--- config.mk ---
export PLATFORM = sky130hd
export DESIGN_NAME = threshold_window_trigger_unit
export DESIGN_NICKNAME = d
export VERILOG_FILES = /design/src/sv/twt_pkg.sv /design/src/sv/threshold_window_trigger_unit.sv
export SDC_FILE = /design/constraint.sdc
export NUM_CORES = 1
export LEC_CHECK = 0
export BUFFER_PORTS_ARGS = -buffer_cell sky130_fd_sc_hd__buf_4
export CAP_MARGIN = 30
export CORE_MARGIN = 2
export CORE_UTILIZATION = 68
export DETAILED_ROUTE_END_ITERATION = 6
export PLACE_DENSITY_LB_ADDON = 0.3
export SLEW_MARGIN = 20
export SYNTH_ARGS = -nofsm -noshare
export SYNTH_HDL_FRONTEND = slang
export SYNTH_SLANG_ARGS = --single-unit
--- constraint.sdc ---
create_clock -name clk -period 16.9 [get_ports clk]
set_clock_uncertainty 0.2 [all_clocks]
set_input_delay 0.845 -clock clk [delete_from_list [all_inputs] [get_ports clk]]
set_output_delay 0.845 -clock clk [all_outputs]
set_load 0.05 [all_outputs]
--- src/sv/twt_pkg.sv ---
// ----------------------------------------------------------------------------
// twt_pkg: shared definitions for the threshold window trigger unit
// Default widths, trigger state codes and configuration register indexes.
// ----------------------------------------------------------------------------
`default_nettype none

package twt_pkg;

    // Default widths of a reading and of a millisecond timestamp.
    localparam int VALUE_BITS_DEF = 32;
    localparam int TIME_BITS_DEF  = 32;

    // Width of the configuration register index.
    localparam int CFG_INDEX_BITS = 3;

    // Reported trigger state.
    typedef enum logic [1:0] {
        TRIG_DISABLED  = 2'd0,
        TRIG_CLEAR     = 2'd1,
        TRIG_TRIGGERED = 2'd2
    } trig_state_t;

    // Configuration register indexes.
    typedef enum logic [CFG_INDEX_BITS-1:0] {
        CFG_MODE_WINDOW  = 3'd0,
        CFG_INVERT_SENSE = 3'd1,
        CFG_LIMIT_LOW    = 3'd2,
        CFG_LIMIT_HIGH   = 3'd3,
        CFG_HYSTERESIS   = 3'd4,
        CFG_HOLD_MS      = 3'd5
    } cfg_index_t;

endpackage : twt_pkg

`default_nettype wire

--- src/sv/threshold_window_trigger_unit.sv ---
// ----------------------------------------------------------------------------
// threshold_window_trigger_unit: threshold/window comparator with hold
// Compares each reading against a threshold or a window, widens the limits
// by a hysteresis tolerance while triggered, and keeps the triggered state
// for a programmable hold time. One result transaction per input transaction.
//
//   Channel | Direction | Handshake          | Payload
//   --------+-----------+--------------------+------------------------------------
//   cfg     | in        | cfg_wr_en          | cfg_index, cfg_data
//   in      | in        | in_valid/in_stall  | frame_valid, is_binary,
//           |           |                    | binary_level, reading, now_ms
//   out     | out       | out_valid/out_stall| trig_state, fired
//
// A transaction is registered at the input, evaluated from the input register
// and written to the result register; one transaction per cycle sustained
// while out_stall is low. The rate is set by the single compare-and-update path
// between the input register and the trigger state register.
// Reset clears all configuration registers, the state (disabled) and the
// hold timestamp. A stalled output holds its result; in_stall rises only when
// both the input register and the result register are full.
// ----------------------------------------------------------------------------
`default_nettype none

module threshold_window_trigger_unit
    import twt_pkg::*;
#(
    parameter int VALUE_BITS = VALUE_BITS_DEF,
    parameter int TIME_BITS  = TIME_BITS_DEF,
    parameter int CFG_BITS   = (VALUE_BITS > TIME_BITS) ? VALUE_BITS : TIME_BITS
)
(
    input  wire logic                      clk,
    input  wire logic                      rst_n,

    // Configuration write port
    input  wire logic                      cfg_wr_en,
    input  wire logic [CFG_INDEX_BITS-1:0] cfg_index,
    input  wire logic [CFG_BITS-1:0]       cfg_data,

    // Input channel
    input  wire logic                      in_valid,
    output logic                           in_stall,
    input  wire logic                      frame_valid,
    input  wire logic                      is_binary,
    input  wire logic                      binary_level,
    input  wire logic signed [VALUE_BITS-1:0] reading,
    input  wire logic [TIME_BITS-1:0]      now_ms,

    // Output channel
    output logic                           out_valid,
    input  wire logic                      out_stall,
    output logic [1:0]                     trig_state,
    output logic                           fired
);

    localparam int EXT_BITS = VALUE_BITS + 1;

    // Configuration registers.
    logic                         mode_window_reg;
    logic                         invert_sense_reg;
    logic signed [VALUE_BITS-1:0] limit_low_reg;
    logic signed [VALUE_BITS-1:0] limit_high_reg;
    logic [VALUE_BITS-2:0]        hysteresis_reg;
    logic [TIME_BITS-1:0]         hold_ms_reg;

    // Trigger state.
    trig_state_t                  cur_state_reg;
    trig_state_t                  cur_state_next;
    logic [TIME_BITS-1:0]         trigger_time_reg;
    logic [TIME_BITS-1:0]         trigger_time_next;

    // Input register stage.
    logic                         s1_valid_reg;
    logic                         s1_frame_valid_reg;
    logic                         s1_is_binary_reg;
    logic                         s1_binary_level_reg;
    logic signed [VALUE_BITS-1:0] s1_reading_reg;
    logic [TIME_BITS-1:0]         s1_now_reg;

    // Result register stage.
    logic                         out_valid_reg;
    trig_state_t                  out_state_reg;
    trig_state_t                  out_state_next;
    logic                         out_fired_reg;
    logic                         out_fired_next;

    // Flow control.
    logic                         s2_load;
    logic                         s1_load;

    // Evaluation signals.
    logic                         was_trig;
    logic signed [EXT_BITS-1:0]   reading_x;
    logic signed [EXT_BITS-1:0]   tol_x;
    logic signed [EXT_BITS-1:0]   low_up;
    logic signed [EXT_BITS-1:0]   low_dn;
    logic signed [EXT_BITS-1:0]   high_up;
    logic signed [EXT_BITS-1:0]   high_dn;
    logic                         le_low;
    logic                         ge_low;
    logic                         le_high;
    logic                         ge_high;
    logic                         next_trig;
    logic [TIME_BITS-1:0]         now_eff;
    logic [TIME_BITS-1:0]         elapsed;
    logic                         hold_running;
    logic                         hold_on;
    logic                         take;

    // Configuration writes; values are truncated to each register's width.
    always_ff @(posedge clk or negedge rst_n)
    begin
        if (!rst_n)
        begin
            mode_window_reg  <= 1'b0;
            invert_sense_reg <= 1'b0;
            limit_low_reg    <= '0;
            limit_high_reg   <= '0;
            hysteresis_reg   <= '0;
            hold_ms_reg      <= '0;
        end
        else if (cfg_wr_en)
        begin
            case (cfg_index)
                CFG_MODE_WINDOW:  mode_window_reg  <= cfg_data[0];
                CFG_INVERT_SENSE: invert_sense_reg <= cfg_data[0];
                CFG_LIMIT_LOW:    limit_low_reg    <= cfg_data[VALUE_BITS-1:0];
                CFG_LIMIT_HIGH:   limit_high_reg   <= cfg_data[VALUE_BITS-1:0];
                CFG_HYSTERESIS:   hysteresis_reg   <= cfg_data[VALUE_BITS-2:0];
                CFG_HOLD_MS:      hold_ms_reg      <= cfg_data[TIME_BITS-1:0];
                default:          ;
            endcase
        end
    end

    // Pipeline advance: the result register takes a new transaction when it is
    // empty or its content leaves this cycle.
    assign s2_load  = !out_valid_reg || !out_stall;
    assign s1_load  = !s1_valid_reg || s2_load;
    assign in_stall = !s1_load;

    // Input register.
    always_ff @(posedge clk or negedge rst_n)
    begin
        if (!rst_n)
        begin
            s1_valid_reg <= 1'b0;
        end
        else if (s1_load)
        begin
            s1_valid_reg <= in_valid;
        end
    end

    always_ff @(posedge clk)
    begin
        if (s1_load && in_valid)
        begin
            s1_frame_valid_reg  <= frame_valid;
            s1_is_binary_reg    <= is_binary;
            s1_binary_level_reg <= binary_level;
            s1_reading_reg      <= reading;
            s1_now_reg          <= now_ms;
        end
    end

    // Limits widened by the tolerance, computed one bit wider so they never wrap.
    assign was_trig  = (cur_state_reg == TRIG_TRIGGERED);
    assign reading_x = EXT_BITS'(s1_reading_reg);
    assign tol_x     = was_trig ? $signed({2'b00, hysteresis_reg}) : '0;
    assign low_up    = EXT_BITS'(limit_low_reg) + tol_x;
    assign low_dn    = EXT_BITS'(limit_low_reg) - tol_x;
    assign high_up   = EXT_BITS'(limit_high_reg) + tol_x;
    assign high_dn   = EXT_BITS'(limit_high_reg) - tol_x;
    assign le_low    = (reading_x <= low_up);
    assign ge_low    = (reading_x >= low_dn);
    assign le_high   = (reading_x <= high_up);
    assign ge_high   = (reading_x >= high_dn);

    // Trigger decision for the reading.
    always_comb
    begin
        if (!mode_window_reg)
        begin
            if (s1_is_binary_reg)
            begin
                next_trig = s1_binary_level_reg ^ invert_sense_reg;
            end
            else if (invert_sense_reg)
            begin
                next_trig = le_low;
            end
            else
            begin
                next_trig = ge_low;
            end
        end
        else if (!invert_sense_reg)
        begin
            next_trig = ge_low && le_high;
        end
        else
        begin
            next_trig = le_low || ge_high;
        end
    end

    // Hold timer: a zero timestamp counts as one so that zero marks no hold.
    assign now_eff      = (s1_now_reg == '0) ? TIME_BITS'(1) : s1_now_reg;
    assign elapsed      = now_eff - trigger_time_reg;
    assign hold_running = (trigger_time_reg != '0);
    assign hold_on      = hold_running && (elapsed < hold_ms_reg);

    // A change of state is taken on the first valid reading, on any trigger,
    // and on a release once no hold is running.
    assign take = s1_frame_valid_reg &&
                  ((cur_state_reg == TRIG_DISABLED) ||
                   ((next_trig != was_trig) && (next_trig || !hold_on)));

    // Next state and result.
    always_comb
    begin
        cur_state_next    = cur_state_reg;
        trigger_time_next = trigger_time_reg;
        if (s1_frame_valid_reg)
        begin
            if (take)
            begin
                cur_state_next    = next_trig ? TRIG_TRIGGERED : TRIG_CLEAR;
                trigger_time_next = (next_trig && (hold_ms_reg != '0)) ? now_eff : '0;
            end
            else if (!hold_on)
            begin
                trigger_time_next = '0;
            end
        end
        out_state_next = cur_state_next;
        out_fired_next = take;
    end

    // State and result registers, updated as the transaction moves out.
    always_ff @(posedge clk or negedge rst_n)
    begin
        if (!rst_n)
        begin
            cur_state_reg    <= TRIG_DISABLED;
            trigger_time_reg <= '0;
            out_valid_reg    <= 1'b0;
        end
        else if (s2_load)
        begin
            out_valid_reg <= s1_valid_reg;
            if (s1_valid_reg)
            begin
                cur_state_reg    <= cur_state_next;
                trigger_time_reg <= trigger_time_next;
            end
        end
    end

    always_ff @(posedge clk)
    begin
        if (s2_load && s1_valid_reg)
        begin
            out_state_reg <= out_state_next;
            out_fired_reg <= out_fired_next;
        end
    end

    assign out_valid  = out_valid_reg;
    assign trig_state = out_state_reg;
    assign fired      = out_fired_reg;

    // A fired result always reports an enabled state.
    a_fired_enabled: assert property (@(posedge clk) disable iff (!rst_n)
        (out_valid && fired) |-> (trig_state != TRIG_DISABLED))
        else $error("fired result reports the disabled state");

    // Once enabled, the block never returns to the disabled state.
    a_stay_enabled: assert property (@(posedge clk) disable iff (!rst_n)
        (cur_state_reg != TRIG_DISABLED) |=> (cur_state_reg != TRIG_DISABLED))
        else $error("trigger state returned to disabled");

    // A running hold exists only while triggered.
    a_hold_triggered: assert property (@(posedge clk) disable iff (!rst_n)
        (trigger_time_reg != '0) |-> (cur_state_reg == TRIG_TRIGGERED))
        else $error("hold running outside the triggered state");

    // The input stalls only with a full input register and a blocked result.
    a_stall_cause: assert property (@(posedge clk) disable iff (!rst_n)
        in_stall |-> (s1_valid_reg && out_valid_reg && out_stall))
        else $error("input stalled without a full pipeline");

endmodule : threshold_window_trigger_unit

`default_nettype wire
==> impl_results.md, run 1 <==
- Pre-antenna DRT Iters: 6
- Met3 usage: under 10%
- Routed wire length: between 50000 and 60000 µm
- FF-to-FF path depth: 26
- CTS tree: yes
- Peak fanout along the critical path: 30
- DRT antenna net count: 0
- Commonest non-fill, non-tap cell in the layout: ha_1
- Reg area: approximately 6200 µm²
- CTS Root Cell: clkbuf_16
- Asr flop ratio synth: 70.2%
- Critical path type: reg2reg
- Vias per inst: 6.51
- Gpl congestion: roughly 1
- Mapped cell area: 20300 µm²
- Maximum vdd drop: 0.135 mV
- Crit-path max cell delay: 0.54 ns
- Share of cells above drive strength 1: 14.0%
- Drt drc: 0
- Drt first-iter violations: 1785
- RSZ-0062 raised after global routing: no
- Cell family with most CP delay: compound AO/OA/AOI/OAI gates
- Initial antenna violation count: 0
- Clock H-tree levels: 1
- Busiest metal layer after global routing: met2
- GR Layer Usage met2: 56.9%
- IO Count: 112
- Post-synth EDFFs: 70
- CP max stage cell: or4_1
- Status: finished clean
- Cell count after synthesis: 2167
- Warnings from Yosys: 0
- Grt met1 use: 50.4%
- Yosys reg bits: 235
- Setup TNS: 0 ns
- Flop-to-flop setup slack: 8.78 ns
- Number of clock sinks: 235
- Fin crit period: slightly above 8 ns
- Placed inst area: between 20000 and 25000 µm²
- Fin area: 22200 µm²
- Worst r2r src: cur_state_reg[0]$_DFFE_PN0P_
- Dpl ws: ~8.8 ns
- Core footprint: 29600 µm²
- DIE AREA: 31300 µm²
- Post-synthesis cell type count: between 70 and 80
- Ys flop type: dfrtp_1
- Die Y: 177 µm
- Mean Syn Cell Area: 9.37 µm²
- Max Cap Violations: 0
- Worst-skew pair later-pin latency: ~0.57 ns
- First-pass GRT wire length: roughly 88000 µm
- DR WL/cell: 21.8 µm
- Clk slew on worst S/H paths: approximately 0.060 ns
- Final setup violation count: 0
- FF-to-FF End: trigger_time_reg[10]$_DFFE_PN0P_
- Hpwl dp: 45300 µm
- Postcts setup bufs: 0
- Max frequency: ~120 MHz
- Worst slew pin tran: approximately 0.93 ns
- Worst setup SP type: flop
- Syn nets: between 2k and 3k
- Final period util: 48.0%
- DR vias: 17.1k
- Register area share after synthesis: a little under a third
- Commonest non-fill, non-tap cells in the layout: 327 x ha_1, 180 x inv_1, 173 x nor2_1
- Endpoints failing hold: 0
- Pin count of the biggest net entering global routing: 85
- Crit path buf inv count: 2
- Arrival time worst endpoint: 8.35 ns
- Port buffer count: 111
- Die width: 177 µm
- Starting density of the core: 68.7%
- # diodes: 0
- PostCTS Resize Cnt: 0
- Max_slew headroom: 37.7%
- Fill count: 2070
- Final Max Slew Viols: 0
- Num CTS Buffers: 25
- Area Overhead vs Synth: 9.24%
- PwrDens: 186 nW/µm²
- Global route total overflow: 0
- Hold buffers post-CTS: 0
- Vias in the first global route: roughly 17k
- Worst Hold Class: in2async
- Crit end category: flop
- WP data required: about 17 ns
- Multi-input gate area: between 10000 and 15000 µm²
- Nets: approximately 2.7k
- P_leak: 0.0101 µW
- Final Instance Count excl. Fillers: roughly 2.6k
- DP Cell Count: 2586
- Clock tree buffer depth: 3
- GRT Total Usage: 36.4%
- FP Rows: 63
- Setup WS post-layout: just under 9 ns
- Final Power: 4130 µW
-- cells by family (layout without fill, tap and decap cells) --
group | after synthesis | after routing | synth area share, %
AOI/OAI and AO/OA | 541 | 541 | 18.0
xor gates and xnor gates | 132 | 132 | 5.69
adders and majority gates | 332 | 332 | 20.6
buffers and inverters | 271 | 346 | 5.16
DFF | 235 | 235 | 30.7
muxes | 129 | 129 | 7.13
and+or+nand+nor | 527 | 527 | 12.7
-- stage by stage --
stage / utilization [%] / hold WS (ns)
2_1_floorplan: - / 0.244
3_3_place_gp: 72.2 / 0.247
3_5_place_dp: 72.2 / 0.264
4_1_cts: 74.9 / 0.146
5_1_grt: 75.0 / 0.193
6_report: 75.0 / 0.125
-- worst reg2reg max path, cell delays in order, from the launching register on --
cell       delay (ns)
dfrtp_1          0.42
nor2_2           0.24
buf_4            0.40
nand2_1          0.31
fa_1             0.50
o21bai_1         0.20
a221oi_1         0.13
or4_1            0.54
a21oi_1          0.28
o2111ai_1        0.23
a2111oi_1        0.50
nor3_1           0.15
o31ai_1          0.34
a21oi_1          0.15
xnor2_1          0.15
ha_1             0.30
nand3_1          0.15
nor4_2           0.41
nand3_1          0.14
o41ai_2          0.29
nor2_1           0.08
a211o_1          0.32
a221oi_2         0.37
o21ai_1          0.19
a211o_1          0.47
buf_16           0.25
a32o_1           0.28
-- report_power, final --
group | leakage [µW] | switching, µW | internal (µW)
registers | 0.00270 | 136 | 701
clock network | 0.000406 | 246 | 303
logic | 0.00703 | 1590 | 1150
total | 0.0101 | 1970 | 2150
-- area by class of cell --
type	count	area share, %
repair buffers	121	4.22
flip-flops and latches	235	28.1
well taps	390	2.20
inverters	180	3.05
clock buffers	34	3.25
clock inverters	11	0.395
multi-input cells	1661	58.8
-- worst max-delay path by stage --
stage / cells after the start / to / from / slack, ns
2_1_floorplan: 26 / trigger_time_reg[10]$_DFFE_PN0P_ / cur_state_reg[0]$_DFFE_PN0P_ / 10.29
3_3_place_gp: 25 / trigger_time_reg[3]$_DFFE_PN0P_ / cur_state_reg[0]$_DFFE_PN0P_ / 9.08
3_5_place_dp: 25 / trigger_time_reg[12]$_DFFE_PN0P_ / cur_state_reg[0]$_DFFE_PN0P_ / 8.83
4_1_cts: 25 / trigger_time_reg[10]$_DFFE_PN0P_ / cur_state_reg[0]$_DFFE_PN0P_ / 8.80
5_1_grt: 27 / trigger_time_reg[23]$_DFFE_PN0P_ / cur_state_reg[1]$_DFFE_PN0P_ / 8.38
6_report: 26 / trigger_time_reg[10]$_DFFE_PN0P_ / cur_state_reg[0]$_DFFE_PN0P_ / 8.78
-- synth_stat cells (18+ instances only) --
master    number  area [µm²]
xnor2_1      109         955
o21ai_0       84         420
o21bai_1      29         218
inv_1        180         676
nor2_1       175         657
nand2_1      107         402
dfrtp_1      165        4130
nand2b_1      20         125
clkbuf_1      77         289
nand4_1       33         206
edfxtp_1      70        2100
o21a_1        26         195
mux2_2       125        1410
nor4_1        34         213
nand3_1       33         165
ha_1         327        4090
a211oi_1      23         173
xor2_1        23         201
nor2b_1       27         169
o211ai_1      18         135
a21o_1        54         405
a32o_1        33         330
nor3_1        35         175
a21oi_1      156         781
or3_1         18         113
-- routing by layer --
metal  part of all wire [%]  vias up
met5                      0        -
met4                    4.6        0
met3                    7.8      138
met2                     44      746
met1                     44     8274
li1                       -     7986
(Power assumes the default switching activity.)
==> run 2: changes to the inputs <==
Settings changed: ABC_AREA set to 1, CORE_UTILIZATION 68 to 57.
Clock period 16.9 ns to 7.1 ns, I/O delays scaled along.
==> impl_results.md, run 2 <==
- CTS Root Cell: clkbuf_16
- Yosys reg bits: 235
- Nets: 3471
- Port buffer count: 111
- Drt first-iter violations: 1213
- Clock tree buffer depth: 3
- IO Count: 112
- Initial antenna violation count: 0
- Pre-antenna DRT Iters: 5
- Final period util: 93.3%
- Starting density of the core: 57.5%
- Final setup violation count: 0
- Vias in the first global route: about 20k
- Asr flop ratio synth: 70.2%
- Syn nets: 3327
- Worst slew pin tran: between 0.9 and 1 ns
- Clk slew on worst S/H paths: 0.07 ns
- Routed wire length: slightly below 70000 µm
- Number of clock sinks: 235
- Crit-path max cell delay: roughly 0.57 ns
- Vias per inst: 5.56
- Most used cell, CP: nand2_1
- Met3 usage: about 4.7%
- Worst Hold Class: in2reg
- Hold Slack: ~0.050 ns
- Warnings from Yosys: 0
- Post-synth EDFFs: 70
- Num CTS Buffers: 26
- GRT Total Usage: 34.7%
- Final Max Slew Viols: 0
- Post-synthesis cell type count: 51
- Max frequency: 151 MHz
- Setup TNS: 0 ns
- Flop-to-flop setup slack: approximately 0.47 ns
- Max Cap Violations: 0
- GR Layer Usage met2: 58.0%
- Fill count: 3110
- Die Y: just under 200 µm
- Area leader, netlist: dfrtp_1
- Most common cell in the netlist: nand2_1
- DIE AREA: 39300 µm²
- Top cells by count, synth: 646 x nand2_1, 393 x inv_1, 327 x ha_1, 237 x a21oi_1, 221 x nor2_1
- Core footprint: around 37000 µm²
- Setup WS post-layout: 0.472 ns
- CTS tree: yes
- Mapped cell area: around 21000 µm²
- PwrDens: 357 nW/µm²
- Fin crit period: 6.63 ns
- Ys flop type: dfrtp_1
- Peak fanout along the critical path: 34
- Endpoints failing hold: 0
- Worst setup SP type: flop
- Gpl congestion: 1.05
- Pin count of the biggest net entering global routing: 81
- Crit end category: flop
- Status: finished clean
- Die width: 198 µm
- Final Power: 8770 µW
- Busiest metal layer after global routing: met2
- WP data required: approximately 7.4 ns
- Commonest non-fill, non-tap cells in the layout: 645 x nand2_1, 392 x inv_1, 327 x ha_1
- Grt met1 use: a little over two fifths
- DRT antenna net count: 0
- Hpwl dp: about 54000 µm
- First-pass GRT wire length: 105000 µm
- Area Overhead vs Synth: 14.3%
- Cell count after synthesis: ~2.9k
- Maximum vdd drop: 0.248 mV
- Global route total overflow: 0
- FP Rows: 71
- Dpl ws: 0.241 ns
- Arrival time worst endpoint: 6.90 ns
- Register area share after synthesis: about 29%
- Top cells by area, synth: dfrtp_1 19%, ha_1 19%, nand2_1 11%
- Mean Syn Cell Area: 7.44 µm²
- P_leak: 0.0126 µW
- Clock H-tree levels: 1
- Synth top area share: around 19%
- Drt drc: 0
- Max_slew headroom: 36.4%
- Critical path type: reg2reg
- DR WL/cell: 19.0 µm
- Share of cells above drive strength 1: 7.57%
- Worst-skew pair later-pin latency: 0.59 ns
- # diodes: 0
- RSZ-0062 raised after global routing: no
- Commonest non-fill, non-tap cell in the layout: nand2_1
- CP max stage cell: nor4_1
- DR vias: slightly below 20k
==> run 2: logic make-up after synthesis <==
family	after synthesis	synth area share [%]
and+or+nand+nor	1101	21.6
AOI/OAI and AO/OA	556	14.3
buffers and inverters	513	9.39
adders and majority gates	332	19.5
DFF	235	29.0
xor gates and xnor gates	151	6.15
==> run 2: cell type report <==
cell class,count,area [µm²],area share (%)
Clock inverter,13,138,0.560
Clock buffer,35,766,3.12
Inverter,401,1510,6.14
Tap cell,511,639,2.60
Timing Repair Buffer,228,2020,8.21
Multi-Input combinational cell,2140,13300,54.0
Sequential cell,235,6230,25.4
==> run 2: what timing repair did <==
item                                   in CTS  in global routing
hold buffers                              105                  0
gates resized for setup                     0                  2
setup buffers                               0                  0
setup endpoints to repair                   0                 32
endpoints found under the hold margin     273                  0
==> run 2: through the flow <==
stage	cell area (µm²)	cells	util, %
after floorplan	21500	2888	-
after global placement	22500	3407	60.3
after detailed placement	22600	3410	60.4
after CTS	24600	3563	65.7
after global routing	24600	3563	65.7
final	24600	3563	65.7
==> run 2: final timing paths <==
check | start | to | cells after the start
setup / recovery | s1_now_reg[28]$_DFFE_PP_ | trigger_time_reg[28]$_DFFE_PN0P_ | 30
hold / removal | cfg_wr_en | mode_window_reg$_DFFE_PN0P_ | 4
setup reg to reg | s1_now_reg[28]$_DFFE_PP_ | trigger_time_reg[28]$_DFFE_PN0P_ | 30
hold reg to reg | trigger_time_reg[10]$_DFFE_PN0P_ | trigger_time_reg[10]$_DFFE_PN0P_ | 2
max in group asynchronous | rst_n | limit_low_reg[19]$_DFFE_PN0P_ | 4
min in group asynchronous | rst_n | limit_low_reg[29]$_DFFE_PN0P_ | 2
==> run 2: worst max-delay path, delay by kind of cell, from the launching register on <==
| kind | cells | cell delay [ns] |
|---|---|---|
| DFF | 1 | 0.43 |
| xor gates and xnor gates | 1 | 0.10 |
| buffers and inverters | 1 | 0.08 |
| and+or+nand+nor | 18 | 3.30 |
| AOI/OAI and AO/OA | 7 | 1.47 |
| adders and majority gates | 3 | 0.89 |
==> run 2: metal layers <==
layer  share of wire, %  up-vias  routed length [µm]
met5                  0        -                   0
met4                5.6        0                3830
met3                5.6      133                3800
met2                 46      598               31400
met1                 42     9316               28700
li1                   -     9768                   -
==> run 2: power by group <==
part	leakage (µW)	internal [µW]	switching (µW)	total (µW)
Combinational	0.00938	1950	3530	5480
Sequential	0.00278	1630	257	1880
Clock	0.000445	804	608	1410
Total	0.0126	4380	4390	8770
